### src/rtl/ufd_pkg.sv
package ufd_pkg;

    // Error codes of a result word; the last code is internal only.
    localparam logic [2:0] ERR_NONE      = 3'd0;
    localparam logic [2:0] ERR_BAD_LEAD  = 3'd1;
    localparam logic [2:0] ERR_BAD_CONT  = 3'd2;
    localparam logic [2:0] ERR_OVERLONG  = 3'd3;
    localparam logic [2:0] ERR_SURROGATE = 3'd4;
    localparam logic [2:0] ERR_ABOVE_MAX = 3'd5;
    localparam logic [2:0] ERR_TOO_LONG  = 3'd6;
    localparam logic [2:0] DEC_NEED_MORE = 3'd7;

    localparam logic [20:0] CP_REPLACEMENT = 21'h00FFFD;
    localparam logic [20:0] CP_MAX         = 21'h10FFFF;
    localparam logic [20:0] SURR_LO        = 21'h00D800;
    localparam logic [20:0] SURR_HI        = 21'h00DFFF;

    localparam int IN_DEPTH_DEF  = 2;
    localparam int OUT_DEPTH_DEF = 2;

    typedef struct packed {
        logic       is_ascii;
        logic       is_cont;
        logic [2:0] seq_len;
    } byte_class_t;

    typedef struct packed {
        logic [7:0]  byte_val;
        byte_class_t cls;
        logic        last;
    } in_word_t;

    typedef struct packed {
        logic [20:0] code_point;
        logic [2:0]  error_kind;
        logic        last_of_run;
    } result_t;

    function automatic byte_class_t classify(input logic [7:0] b);
        byte_class_t c;
        c.is_ascii = ~b[7];
        c.is_cont  = (b[7:6] == 2'b10);
        if (b[7:6] != 2'b11)
        begin
            c.seq_len = 3'd1;
        end
        else if (b[5] == 1'b0)
        begin
            c.seq_len = 3'd2;
        end
        else if (b[4] == 1'b0)
        begin
            c.seq_len = 3'd3;
        end
        else if (b[3] == 1'b0)
        begin
            c.seq_len = 3'd4;
        end
        else
        begin
            c.seq_len = 3'd5;
        end
        return c;
    endfunction

endpackage

### src/rtl/utf8_stream_decoder.sv
// Channel   Handshake           Payload
// input     push / full         in_byte[7:0], stream_end
// result    pop / empty         code_point[20:0], error_kind[2:0], last_of_run
// config    cfg_valid/cfg_ready cfg_data (replace on error, reset 1)
//
// A byte passes an input queue, then the decoder makes one decode attempt per cycle
// while the result queue has room. A byte giving no result or one result needs a
// single attempt; each further result from an error rescan needs its own attempt.
// Reset clears the held bytes, the halt flag and both queues; replace mode is on.
// A full result queue stalls the decoder, which in turn lets the input queue fill.
module utf8_stream_decoder #(
    parameter int IN_DEPTH  = ufd_pkg::IN_DEPTH_DEF,
    parameter int OUT_DEPTH = ufd_pkg::OUT_DEPTH_DEF
) (
    input  logic        clk,
    input  logic        rst_n,
    input  logic        push,
    output logic        full,
    input  logic [7:0]  in_byte,
    input  logic        stream_end,
    output logic        empty,
    input  logic        pop,
    output logic [20:0] code_point,
    output logic [2:0]  error_kind,
    output logic        last_of_run,
    input  logic        cfg_valid,
    output logic        cfg_ready,
    input  logic        cfg_data
);

    localparam int RW = $bits(ufd_pkg::result_t);

    ufd_pkg::in_word_t q_data;
    logic              q_empty;
    logic              q_pop;
    logic              res_push;
    logic              res_full;
    ufd_pkg::result_t  res_word;
    ufd_pkg::result_t  head_word;
    logic [RW-1:0]     head_bits;

    assign cfg_ready = 1'b1;

    ufd_front #(
        .DEPTH (IN_DEPTH)
    ) u_front (
        .clk        (clk),
        .rst_n      (rst_n),
        .push       (push),
        .full       (full),
        .in_byte    (in_byte),
        .stream_end (stream_end),
        .q_pop      (q_pop),
        .q_empty    (q_empty),
        .q_data     (q_data)
    );

    ufd_back u_back (
        .clk       (clk),
        .rst_n     (rst_n),
        .cfg_valid (cfg_valid),
        .cfg_data  (cfg_data),
        .in_empty  (q_empty),
        .in_data   (q_data),
        .in_pop    (q_pop),
        .out_full  (res_full),
        .out_push  (res_push),
        .out_data  (res_word)
    );

    ufd_fifo #(
        .WIDTH (RW),
        .DEPTH (OUT_DEPTH)
    ) u_result_q (
        .clk     (clk),
        .rst_n   (rst_n),
        .push    (res_push),
        .wr_data (RW'(res_word)),
        .full    (res_full),
        .pop     (pop),
        .rd_data (head_bits),
        .empty   (empty)
    );

    assign head_word   = ufd_pkg::result_t'(head_bits);
    assign code_point  = head_word.code_point;
    assign error_kind  = head_word.error_kind;
    assign last_of_run = head_word.last_of_run;

endmodule

### src/rtl/ufd_fifo.sv
module ufd_fifo #(
    parameter int WIDTH = 8,
    parameter int DEPTH = 2
) (
    input  logic             clk,
    input  logic             rst_n,
    input  logic             push,
    input  logic [WIDTH-1:0] wr_data,
    output logic             full,
    input  logic             pop,
    output logic [WIDTH-1:0] rd_data,
    output logic             empty
);

    localparam int AW = (DEPTH > 1) ? $clog2(DEPTH) : 1;
    localparam int CW = $clog2(DEPTH + 1);

    logic [WIDTH-1:0] mem_reg [DEPTH];
    logic [AW-1:0]    wr_ptr_reg, wr_ptr_next;
    logic [AW-1:0]    rd_ptr_reg, rd_ptr_next;
    logic [CW-1:0]    count_reg, count_next;
    logic             do_push;
    logic             do_pop;

    assign full    = (count_reg == CW'(DEPTH));
    assign empty   = (count_reg == '0);
    assign do_push = push & ~full;
    assign do_pop  = pop & ~empty;
    assign rd_data = mem_reg[rd_ptr_reg];

    always_comb
    begin
        wr_ptr_next = wr_ptr_reg;
        rd_ptr_next = rd_ptr_reg;
        count_next  = count_reg;
        if (do_push)
        begin
            wr_ptr_next = (wr_ptr_reg == AW'(DEPTH - 1)) ? '0 : wr_ptr_reg + 1'b1;
        end
        if (do_pop)
        begin
            rd_ptr_next = (rd_ptr_reg == AW'(DEPTH - 1)) ? '0 : rd_ptr_reg + 1'b1;
        end
        if (do_push && !do_pop)
        begin
            count_next = count_reg + 1'b1;
        end
        else if (do_pop && !do_push)
        begin
            count_next = count_reg - 1'b1;
        end
    end

    always_ff @(posedge clk or negedge rst_n)
    begin
        if (!rst_n)
        begin
            wr_ptr_reg <= '0;
            rd_ptr_reg <= '0;
            count_reg  <= '0;
        end
        else
        begin
            wr_ptr_reg <= wr_ptr_next;
            rd_ptr_reg <= rd_ptr_next;
            count_reg  <= count_next;
        end
    end

    always_ff @(posedge clk)
    begin
        if (do_push)
        begin
            mem_reg[wr_ptr_reg] <= wr_data;
        end
    end

endmodule

### src/rtl/ufd_front.sv
module ufd_front #(
    parameter int DEPTH = ufd_pkg::IN_DEPTH_DEF
) (
    input  logic               clk,
    input  logic               rst_n,
    input  logic               push,
    output logic               full,
    input  logic [7:0]         in_byte,
    input  logic               stream_end,
    input  logic               q_pop,
    output logic               q_empty,
    output ufd_pkg::in_word_t  q_data
);

    localparam int W = $bits(ufd_pkg::in_word_t);

    ufd_pkg::in_word_t wr_word;
    logic [W-1:0]      rd_bits;

    // Each byte is classified on the way in so the decoder sees ready-made flags.
    always_comb
    begin
        wr_word.byte_val = in_byte;
        wr_word.cls      = ufd_pkg::classify(in_byte);
        wr_word.last     = stream_end;
    end

    assign q_data = ufd_pkg::in_word_t'(rd_bits);

    ufd_fifo #(
        .WIDTH (W),
        .DEPTH (DEPTH)
    ) u_queue (
        .clk     (clk),
        .rst_n   (rst_n),
        .push    (push),
        .wr_data (W'(wr_word)),
        .full    (full),
        .pop     (q_pop),
        .rd_data (rd_bits),
        .empty   (q_empty)
    );

endmodule

### src/rtl/ufd_back.sv
module ufd_back (
    input  logic              clk,
    input  logic              rst_n,
    input  logic              cfg_valid,
    input  logic              cfg_data,
    input  logic              in_empty,
    input  ufd_pkg::in_word_t in_data,
    output logic              in_pop,
    input  logic              out_full,
    output logic              out_push,
    output ufd_pkg::result_t  out_data
);

    localparam logic ST_IDLE = 1'b0;
    localparam logic ST_RUN  = 1'b1;

    typedef struct packed {
        logic [2:0]  kind;
        logic [20:0] cp;
        logic [2:0]  used;
    } dec_t;

    typedef ufd_pkg::byte_class_t [3:0] cls_arr_t;

    logic                 state_reg, state_next;
    logic [3:0][7:0]      buf_reg, buf_next;
    cls_arr_t             cls_reg, cls_next;
    logic [2:0]           cnt_reg, cnt_next;
    logic                 end_reg, end_next;
    logic                 halted_reg, halted_next;
    logic                 mode_reg;

    logic [3:0][7:0]      wb, sb;
    cls_arr_t             wc, sc;
    logic [2:0]           wn, rem, consumed, idx;
    logic                 wend;
    logic                 running, take_new, attempt, is_last;
    dec_t                 d1, d2;

    // One decode attempt on a buffer that starts at a sequence boundary.
    function automatic dec_t decode(input logic [3:0][7:0] b, input cls_arr_t c,
                                    input logic [2:0] n, input logic e);
        dec_t        r;
        logic        done;
        logic [2:0]  len;
        logic [20:0] d;
        logic        ovl;
        logic        sur;
        logic        big;
        r.kind = ufd_pkg::DEC_NEED_MORE;
        r.cp   = '0;
        r.used = 3'd1;
        done   = 1'b0;
        len    = c[0].seq_len;
        d      = '0;
        ovl    = 1'b0;
        sur    = 1'b0;
        big    = 1'b0;
        case (len)
            3'd2:
            begin
                d   = {10'd0, b[0][4:0], b[1][5:0]};
                ovl = (d[10:7] == 4'd0);
            end
            3'd3:
            begin
                d   = {5'd0, b[0][3:0], b[1][5:0], b[2][5:0]};
                ovl = (d[15:11] == 5'd0);
                sur = (d >= ufd_pkg::SURR_LO) && (d <= ufd_pkg::SURR_HI);
            end
            3'd4:
            begin
                d   = {b[0][2:0], b[1][5:0], b[2][5:0], b[3][5:0]};
                ovl = (d[20:16] == 5'd0);
                big = (d > ufd_pkg::CP_MAX);
            end
            default:
            begin
                d = '0;
            end
        endcase
        if (c[0].is_ascii)
        begin
            r.kind = ufd_pkg::ERR_NONE;
            r.cp   = {13'd0, b[0]};
            done   = 1'b1;
        end
        else if (c[0].is_cont)
        begin
            r.kind = ufd_pkg::ERR_BAD_LEAD;
            done   = 1'b1;
        end
        // Continuation bytes are checked in arrival order.
        for (int i = 1; i < 4; i++)
        begin
            if (!done)
            begin
                if (3'(i) >= n)
                begin
                    r.kind = e ? ufd_pkg::ERR_TOO_LONG : ufd_pkg::DEC_NEED_MORE;
                    done   = 1'b1;
                end
                else if (!c[i].is_cont)
                begin
                    r.kind = ufd_pkg::ERR_BAD_CONT;
                    done   = 1'b1;
                end
                else if (3'(i) == len - 3'd1)
                begin
                    done = 1'b1;
                    if (ovl)
                    begin
                        r.kind = ufd_pkg::ERR_OVERLONG;
                    end
                    else if (sur)
                    begin
                        r.kind = ufd_pkg::ERR_SURROGATE;
                    end
                    else if (big)
                    begin
                        r.kind = ufd_pkg::ERR_ABOVE_MAX;
                    end
                    else
                    begin
                        r.kind = ufd_pkg::ERR_NONE;
                        r.cp   = d;
                        r.used = len;
                    end
                end
            end
        end
        // A lead announcing five or more bytes followed by three good ones.
        if (!done)
        begin
            r.kind = ufd_pkg::ERR_TOO_LONG;
        end
        return r;
    endfunction

    always_comb
    begin
        running  = (state_reg == ST_RUN);
        take_new = (state_reg == ST_IDLE) & ~in_empty & ~halted_reg & ~out_full;
        attempt  = (running & ~out_full) | take_new;
        in_pop   = ((state_reg == ST_IDLE) & ~in_empty & halted_reg) | take_new;

        // Working view: held bytes plus the new word when starting an item.
        for (int i = 0; i < 4; i++)
        begin
            if (running || (3'(i) < cnt_reg))
            begin
                wb[i] = buf_reg[i];
                wc[i] = cls_reg[i];
            end
            else
            begin
                wb[i] = in_data.byte_val;
                wc[i] = in_data.cls;
            end
        end
        wn   = running ? cnt_reg : cnt_reg + 3'd1;
        wend = running ? end_reg : in_data.last;

        d1 = decode(wb, wc, wn, wend);

        if (d1.kind == ufd_pkg::ERR_NONE)
        begin
            consumed = d1.used;
        end
        else if (mode_reg)
        begin
            consumed = 3'd1;
        end
        else
        begin
            consumed = wn;
        end
        rem = wn - consumed;

        for (int i = 0; i < 4; i++)
        begin
            idx = 3'(i) + consumed;
            if (idx < 3'd4)
            begin
                sb[i] = wb[idx[1:0]];
                sc[i] = wc[idx[1:0]];
            end
            else
            begin
                sb[i] = '0;
                sc[i] = '0;
            end
        end

        // Look ahead one attempt to know whether this result closes the run.
        d2      = decode(sb, sc, rem, wend);
        is_last = (rem == 3'd0) || (d2.kind == ufd_pkg::DEC_NEED_MORE);

        state_next  = state_reg;
        buf_next    = buf_reg;
        cls_next    = cls_reg;
        cnt_next    = cnt_reg;
        end_next    = end_reg;
        halted_next = halted_reg;
        out_push    = 1'b0;
        out_data.code_point  = d1.cp;
        out_data.error_kind  = d1.kind;
        out_data.last_of_run = is_last;

        if ((state_reg == ST_IDLE) && !in_empty && halted_reg)
        begin
            if (in_data.last)
            begin
                halted_next = 1'b0;
                cnt_next    = 3'd0;
            end
        end
        else if (attempt)
        begin
            end_next = wend;
            if (d1.kind == ufd_pkg::DEC_NEED_MORE)
            begin
                buf_next   = wb;
                cls_next   = wc;
                cnt_next   = wn;
                state_next = ST_IDLE;
            end
            else
            begin
                out_push   = 1'b1;
                buf_next   = sb;
                cls_next   = sc;
                cnt_next   = rem;
                state_next = is_last ? ST_IDLE : ST_RUN;
                if (d1.kind != ufd_pkg::ERR_NONE)
                begin
                    if (mode_reg)
                    begin
                        out_data.code_point = ufd_pkg::CP_REPLACEMENT;
                    end
                    else
                    begin
                        out_data.code_point = '0;
                        halted_next         = ~wend;
                    end
                end
            end
        end
    end

    always_ff @(posedge clk or negedge rst_n)
    begin
        if (!rst_n)
        begin
            state_reg  <= ST_IDLE;
            cnt_reg    <= '0;
            end_reg    <= 1'b0;
            halted_reg <= 1'b0;
            mode_reg   <= 1'b1;
        end
        else
        begin
            state_reg  <= state_next;
            cnt_reg    <= cnt_next;
            end_reg    <= end_next;
            halted_reg <= halted_next;
            if (cfg_valid)
            begin
                mode_reg <= cfg_data;
            end
        end
    end

    always_ff @(posedge clk)
    begin
        buf_reg <= buf_next;
        cls_reg <= cls_next;
    end

endmodule
### config.mk
export PLATFORM = sky130hd
export DESIGN_NAME = utf8_stream_decoder
export DESIGN_NICKNAME = d
export VERILOG_FILES = /design/src/rtl/ufd_pkg.sv /design/src/rtl/utf8_stream_decoder.sv /design/src/rtl/ufd_fifo.sv /design/src/rtl/ufd_front.sv /design/src/rtl/ufd_back.sv
export SDC_FILE = /design/constraint.sdc
export NUM_CORES = 1
export LEC_CHECK = 0
export BUFFER_PORTS_ARGS = -buffer_cell sky130_fd_sc_hd__buf_2
export CAP_MARGIN = 20
export CORE_MARGIN = 8
export CORE_UTILIZATION = 45
export CTS_CLUSTER_DIAMETER = 150
export DETAILED_ROUTE_END_ITERATION = 8
export PLACE_DENSITY = 0.63
export SYNTH_ARGS = -nofsm -noshare
export SYNTH_HDL_FRONTEND = slang
export SYNTH_HIERARCHICAL = 1
export SYNTH_SLANG_ARGS = --single-unit
### constraint.sdc
create_clock -name clk -period 6.86 [get_ports clk]
set_clock_uncertainty 0.1 [all_clocks]
set_input_delay 2.058 -clock clk [delete_from_list [all_inputs] [get_ports clk]]
set_output_delay 2.058 -clock clk [all_outputs]
set_load 0.03 [all_outputs]
# After elaboration in Yosys (flattened, before gate mapping)
# Memory sizes are Yosys's and may differ from the RTL's.
# Index checks and enable logic that the tools add are counted.
[word_totals] regBits=67 ram_bits=78 in_bits=15 out_inout_bits=28 word_cells=333 memories=2
[memory_table] memory="u_result_q.mem_reg" depth=2 word_bits=25 rd=1 rd_ports_with_merged_regs=0 write_ports=1 line="ufd_fifo.sv:18" source="logic [WIDTH-1:0] mem_reg [DEPTH];"
[memory_table] memory="u_front.u_queue.mem_reg" depth=2 word_bits=14 rd=1 rd_ports_with_merged_regs=0 write_ports=1 line="ufd_fifo.sv:18"
[op_classes] add_sub_neg=15 n_lt_le_gt_ge=24 eq_ne=21 mux=188 n_bitwise=20 reduce_logical=36
[ops] op="24-bit 2-to-1 mux" n=30
[ops] op="27-bit 2-to-1 mux" n=21
[ops] op="21-bit one-hot mux with 3 select lines" n=2
[ops] op="8-bit 2-to-1 mux" n=14
[ops] op="3-bit 2-to-1 mux" n=34
[ops] op="21-bit 2-to-1 mux" n=4
[ops] op="8-bit binary-select mux with 2-bit select" n=4
[ops] op="5-bit 2-to-1 mux" n=12
[ops] op="1-bit 2-to-1 mux" n=54
[ops] op="21-bit greater-than comparator, second input constant" n=2
[ops] op="5-bit binary-select mux with 2-bit select" n=4
[ops] op="16-bit >= comparator, second input constant" n=2
[ops] op="16-bit less-or-equal comparator, second input constant" n=2
[ops] op="32-bit 2-to-1 mux" n=1
[ops] op="5-bit logical NOT" n=4
[ops] op="20-bit 2-to-1 mux" n=1
[ops] op="16-bit 2-to-1 mux" n=1
[ops] op="2-bit by 3-bit equality test with 1-bit output, first input constant" n=4
[ops] op="3-bit by 2-bit equality test with 1-bit output, second input constant" n=4
[ops] op="3-bit equality test, second input constant" n=4
[ops] op="2-bit by 3-bit >= comparator with 1-bit output, first input constant" n=4
[ops] op="2-bit by 3-bit < comparator with 1-bit output, second input constant" n=4
[ops] op="3-bit < comparator, second input constant" n=4
[ops] op="1-bit bitwise AND" n=9
[ops] op="other kinds (29)" n=79

# Logic depth before layout (Yosys ltp)
[depth] ltp_word=70 mapped_depth=32 depth_no_buf=25

# Hierarchy
# Netlist, hierarchy kept.
[by_module_without_submodules] module="ufd_back" n_inst=1 cells_per_inst=743 area_each_um2=6487.5 seq_area_each_um2=1737.9
[by_module_without_submodules] module="ufd_fifo (u_result_q)" n_inst=1 cells_per_inst=97 area_each_um2=2102.0 seq_area_each_um2=1601.5
[by_module_without_submodules] module="ufd_fifo (u_front.u_queue)" n_inst=1 cells_per_inst=63 area_each_um2=1260.0 seq_area_each_um2=940.9
[by_module_without_submodules] module="ufd_front" n_inst=1 cells_per_inst=8 area_each_um2=37.5 seq_area_each_um2=0.0
[by_module_without_submodules] module="utf8_stream_decoder" n_inst=1 cells_per_inst=2 area_each_um2=11.3 seq_area_each_um2=0.0

# Worst setup path after synthesis
# OpenSTA, ideal clock, no wires.
[synth_timing] path_kind="register to register" startpoint="register u_back.cnt_reg[1]" endpoint="register u_back.state_reg, in the netlist u_back/running" setup_ns=0.121 arrival_time_ns=6.700 required_ns=6.639 path_slack_ns=-0.061 stages_incl_launch_ff=28 n_path_buf=5 synth_period_minus_slack_ns=6.921 path_cell_list="dfrtp_1 > buf_4 > nor4_4 > buf_2 > mux2i_1 > inv_1 > ha_1 > nor3_1 > mux2i_1 > or3_1 > or3b_1 > a221oi_4 > a31o_2 > a2bb2oi_4 > inv_4 > buf_6 > clkbuf_1 > clkbuf_1 > ha_1 > mux4_2 > or3b_2 > o311ai_0 > nand3_1 > nor3_1 > a211oi_1 > o311ai_1 > o211ai_1 > a22o_1"
[synth_via] elab_chain_len=62 word_cells_on_any_way=187 classes_between="add/sub: 7; order compare: 20; eq/ne: 14; mux: 131; reduce/logical: 15"
[synth_lines] element="start, declared" line="ufd_back.sv:28" source="logic [2:0] cnt_reg, cnt_next;"
[synth_lines] element="start signal, assigned" line="ufd_back.sv:264" source="cnt_reg <= cnt_next;"
[synth_lines] element="2-bit by 3-bit < comparator with 1-bit output / 1-bit by 3-bit < comparator with 1-bit output (equally long branches)" line="ufd_back.sv:150" source="if (running || (3'(i) < cnt_reg))"
[synth_lines] element="1-bit logical OR" line="ufd_back.sv:150"
[synth_lines] element="8-bit 2-to-1 mux / 5-bit 2-to-1 mux (equally long branches)" line="ufd_back.sv:150"
[synth_lines] element="21-bit greater-than comparator, or another cell as far along" line="ufd_back.sv:75" source="big = (d > ufd_pkg::CP_MAX);"
[synth_lines] element="1-bit 2-to-1 mux / 1-bit logical AND (equally long branches)" line="ufd_back.sv:59, ufd_back.sv:69"
[synth_lines] element="24-bit 2-to-1 mux / 1-bit 2-to-1 mux (equally long branches)" line="ufd_back.sv:119, ufd_back.sv:59"
[synth_lines] element="24-bit 2-to-1 mux" line="ufd_back.sv:115" source="else if (sur)"
[synth_lines] element="24-bit 2-to-1 mux" line="ufd_back.sv:111" source="if (ovl)"
[synth_lines] element="[46 not listed]"
[synth_lines] element="3-bit 2-to-1 mux" line="ufd_back.sv:103" source="else if (!c[i].is_cont)"
[synth_lines] element="3-bit 2-to-1 mux" line="ufd_back.sv:98" source="if (3'(i) >= n)"
[synth_lines] element="27-bit 2-to-1 mux" line="ufd_back.sv:96" source="if (!done)"
[synth_lines] element="3-bit 2-to-1 mux" line="ufd_back.sv:133" source="if (!done)"
[synth_lines] element="3-bit equality test" line="ufd_back.sv:197" source="is_last = (rem == 3'd0) || (d2.kind == ufd_pkg::DEC_NEED_MORE);"
[synth_lines] element="1-bit logical OR" line="ufd_back.sv:197"
[synth_lines] element="1-bit 2-to-1 mux" line="ufd_back.sv:234" source="state_next = is_last ? ST_IDLE : ST_RUN;"
[synth_lines] element="1-bit 2-to-1 mux *" line="ufd_back.sv:221" source="if (d1.kind == ufd_pkg::DEC_NEED_MORE)"
[synth_lines] element="end signal, assigned" line="ufd_back.sv:263" source="state_reg <= state_next;"
[synth_lines] element="end, declared" line="ufd_back.sv:25" source="logic state_reg, state_next;"
# Mark *: on every way between the ends. The rest lies on a longest branch, timed or not. The select of a mux whose other input is x is not followed.
# A chain may end at the register's enable or synchronous reset.

==> run_results.csv <==
group,metric,value,unit
cts,cts_buffer_depth,2,
synth,yosys_register_bits,145,
synth,seq_area_frac_synth,0.432,
floorplanning,pin_count,43,
finish,drive_above_1_share,0.217,
synth,synth_area,9900,um2
worst_setup_path,cp_max_fo,13,
timing,rsz0062_at_grt,"false",
place,dp_hpwl,19700,um
synth,synth_ff_type,"edfxtp_1",
finish,fin_nets,968,
route,routed_via_density,6.28,
timing,period_needed,6.49,ns
floorplanning,die_area,27000,um2
finish,insertedDiodeCount,0,
finish,seqCellArea,4280,um2
synth,synth-edff-count,130,
worst_setup_path,cp_slowest_stage_delay,0.54,ns
worst_setup_path,timing.rr.start,"u_back/running",
finish,area_growth,10.8,%
cts,cts_made_buffers,17,
worst_setup_path,rr_worst_depth,22,
timing,setup_viol,0,
worst_setup_path,r2r_setup_slack,0.37,ns
worst_setup_path,critical_path_class,"reg2reg",
route,first_iter_violations,872,
global_routing,grt_first_pass_wirelength,42900,um
place,finalWeightedCongestion,0.943,
route,vias,7781,
synth,synth_nets,935,
global_routing,first_global_vias,7359,
timing,tightest_slew,0.925,ns
timing,fmax,154,MHz
floorplanning,core-area,21700,um2
timing,relSlewSlack,0.381,
route,drc,0,
synth,syn_avg_cell_area,10.8,um2
cts,cts_max_level,4,
cts,cts_sinks,145,
status,outcome,"complete, no violations",
global_routing,gr-total-overflow,0,
worst_setup_path,cp_cell_sequence,"nor4_4 > mux2i_1 > inv_1 > ha_1 > nor3_1 > mux2i_1 > or3_1 > or3b_1 > a221oi_4 > a31o_2 > a2bb2oi_4 > inv_4 > ha_4 > mux4_2 > or3b_2 > o311ai_0 > nand3_1 > nor3_1 > a21oi_1 > a222oi_1 > o211ai_1 > nand2_1",
cts,holdBufCountCts,0,
route,wl,27600,um
synth,yosysWarnings,6,
route,ant_nets,0,
cts,root_buffer,"clkbuf_16",
cts,clk_pin_slew,0.07,ns
worst_setup_path,cpMaxStageDelayCell,"dfrtp_1",
worst_setup_path,cp-start-kind,"flop",
worst_setup_path,cp-endpoint,"u_result_q/mem_reg[0][0]",
worst_setup_path,cp.required,7.03,ns
finish,fill_cells,1924,
min_path,hold_path.class,"reg2reg",
finish,largest_register_ff_count,50,
worst_setup_path,cp.arrival,6.67,ns
worst_setup_path,crit_path_start,"u_back/running",
global_routing,antenna_found_initial,0,
global_routing,grt_usage,0.206,
worst_setup_path,r2r-end,"u_result_q/mem_reg[0][0]",
timing,hold_viol_final,0,
floorplanning,dieHeight,164,um
worst_setup_path,cp_num_cells,22,
synth,synth.distinct_cells,89,
worst_setup_path,crit_family,"simple AND/OR/NAND/NOR gates",
finish,multi_input_area,5210,um2
global_routing,grt_max_degree,57,
synth,async_flop_share,0.103,
timing,setup_tns,0,ns
floorplanning,fp-row-count,54,
cts,tritoncts,"done",
route,dr.pass1.iters,7,
flow_run,maxCapViolCount,0,
route,wl_per_cell,22.3,um
timing,slew_viol_final,0,
worst_setup_path,cp-end-kind,"flop",
floorplanning,die_w,164,um
timing,period_share,0.947,
cts,insertion_delay,0.43,ns
floorplanning,start_util,0.456,
synth,synthCells,913,
worst_setup_path,critPathBufInv,2,
place,numPortBuffers,41,
-- cells in the final DEF (no fill, tap or decap), types with 5 or more instances in the layout --
| cell type | instances |
|---|---|
| edfxtp_1 | 130 |
| mux2i_1 | 105 |
| nand2_1 | 81 |
| nor2_1 | 71 |
| a21oi_1 | 47 |
| o22ai_1 | 42 |
| buf_2 | 41 |
| buf_4 | 32 |
| mux2_2 | 30 |
| o21ai_0 | 30 |
| mux2_4 | 30 |
| inv_1 | 21 |
| clkbuf_16 | 17 |
| a211oi_1 | 16 |
| a22oi_1 | 15 |
| dfrtp_1 | 14 |
| nor3_1 | 13 |
| a31oi_1 | 13 |
| nand2b_1 | 12 |
| nand3_1 | 12 |
| xnor2_1 | 10 |
| inv_6 | 8 |
| nor2b_1 | 8 |
| a222oi_1 | 7 |
| a22o_1 | 7 |
| o21ai_1 | 6 |
| a21o_1 | 6 |
| a221oi_1 | 6 |
| mux4_2 | 6 |
| ha_1 | 6 |
| xor2_1 | 5 |
| nor4_1 | 5 |
| nand4_1 | 5 |
| and3_1 | 5 |
| nor3b_1 | 5 |
-- stage by stage --
| stage | hold WS (ns) | setup slack [ns] | util | instances | instance area [um2] |
|---|---|---|---|---|---|
| 6_report | 0.379 | 0.367 | 0.506 | 1239 | 11000 |
| 5_1_grt | 0.417 | 0.0379 | 0.506 | 1239 | 11000 |
| 4_1_cts | 0.386 | 0.359 | 0.505 | 1238 | 11000 |
| 3_5_place_dp | 0.375 | 0.380 | 0.479 | 1206 | 10400 |
| 3_3_place_gp | 0.368 | 0.505 | 0.478 | 1204 | 10400 |
| 2_1_floorplan | 0.361 | 0.0494 | - | 913 | 9910 |
-- routing by layer --
metal / vias up / track usage / wire [um]
met5: - / 0 / 0
met4: 0 / 0.0860 / 1100
met2: 402 / 0.311 / 12100
met3: 83 / 0.0393 / 2250
li1: 3601 / - / -
met1: 3695 / 0.283 / 12100
-- repair_timing --
item,in CTS,in global routing
endpoints found under the setup margin,0,3
buffers inserted,0,1
resized for setup,0,0
-- cells in the mapped netlist (all sizes together) (4+ instances only) --
| master | instances | area, um2 |
|---|---|---|
| ha | 7 | 87.6 |
| nor4 | 7 | 65.1 |
| a222oi | 7 | 70.1 |
| nor3b | 5 | 37.5 |
| nand2b | 12 | 75.1 |
| nor2 | 75 | 287 |
| xor2 | 5 | 43.8 |
| nand4 | 5 | 31.3 |
| edfxtp | 130 | 3900 |
| nand3b | 4 | 30.0 |
| dfrtp | 14 | 350 |
| a22o | 7 | 61.3 |
| nand3 | 14 | 75.1 |
| a21boi | 4 | 30.0 |
| a22oi | 17 | 138 |
| a221oi | 7 | 78.8 |
| a21o | 6 | 45.0 |
| clkbuf | 29 | 109 |
| o21ai | 36 | 180 |
| o311ai | 4 | 52.6 |
| nor2b | 8 | 50.1 |
| mux4 | 6 | 135 |
| nand2 | 81 | 304 |
| a31oi | 13 | 81.3 |
| nor3 | 14 | 70.1 |
| mux2 | 61 | 800 |
| xnor2 | 10 | 87.6 |
| o22ai | 42 | 263 |
| inv | 24 | 92.6 |
| a211oi | 17 | 133 |
| and3 | 6 | 42.5 |
| mux2i | 110 | 1140 |
| and2 | 4 | 25.0 |
| a21oi | 48 | 244 |
| buf | 32 | 243 |
-- kinds of logic (layout without fill, tap and decap cells) --
group / after synthesis / after routing / share of synthesized area
simple gates: 242 / 242 / 0.116
compound gates: 241 / 241 / 0.175
mux: 177 / 177 / 0.209
flops: 145 / 145 / 0.432
buf+inv: 85 / 131 / 0.0449
xor+xnor: 15 / 15 / 0.0133
fa+ha+maj: 7 / 7 / 0.00885
other cells: 1 / 1 / 0.000379
-- area by class of cell --
type                            count  area share
Clock inverter                     14      0.0122
Tap cell                          280      0.0319
Inverter                           24     0.00844
Sequential cell                   145       0.390
Multi-Input combinational cell    683       0.475
Timing Repair Buffer               75      0.0427
Clock buffer                       18      0.0391
-- how the worst min path moves through the flow --
stage	from	to	slack, ns	depth (start not counted)
2_1_floorplan	u_front/u_queue/wr_ptr_reg	u_front/u_queue/wr_ptr_reg	0.36	1
3_3_place_gp	u_result_q/rd_ptr_reg	u_result_q/rd_ptr_reg	0.37	1
3_5_place_dp	u_result_q/rd_ptr_reg	u_result_q/rd_ptr_reg	0.37	1
4_1_cts	u_result_q/rd_ptr_reg	u_result_q/rd_ptr_reg	0.39	1
5_1_grt	u_result_q/rd_ptr_reg	u_result_q/rd_ptr_reg	0.42	1
6_report	u_result_q/rd_ptr_reg	u_result_q/rd_ptr_reg	0.38	1
Power is not shown: default switching activity piles up to over one toggle a cycle in this logic, so the estimate is an artifact.
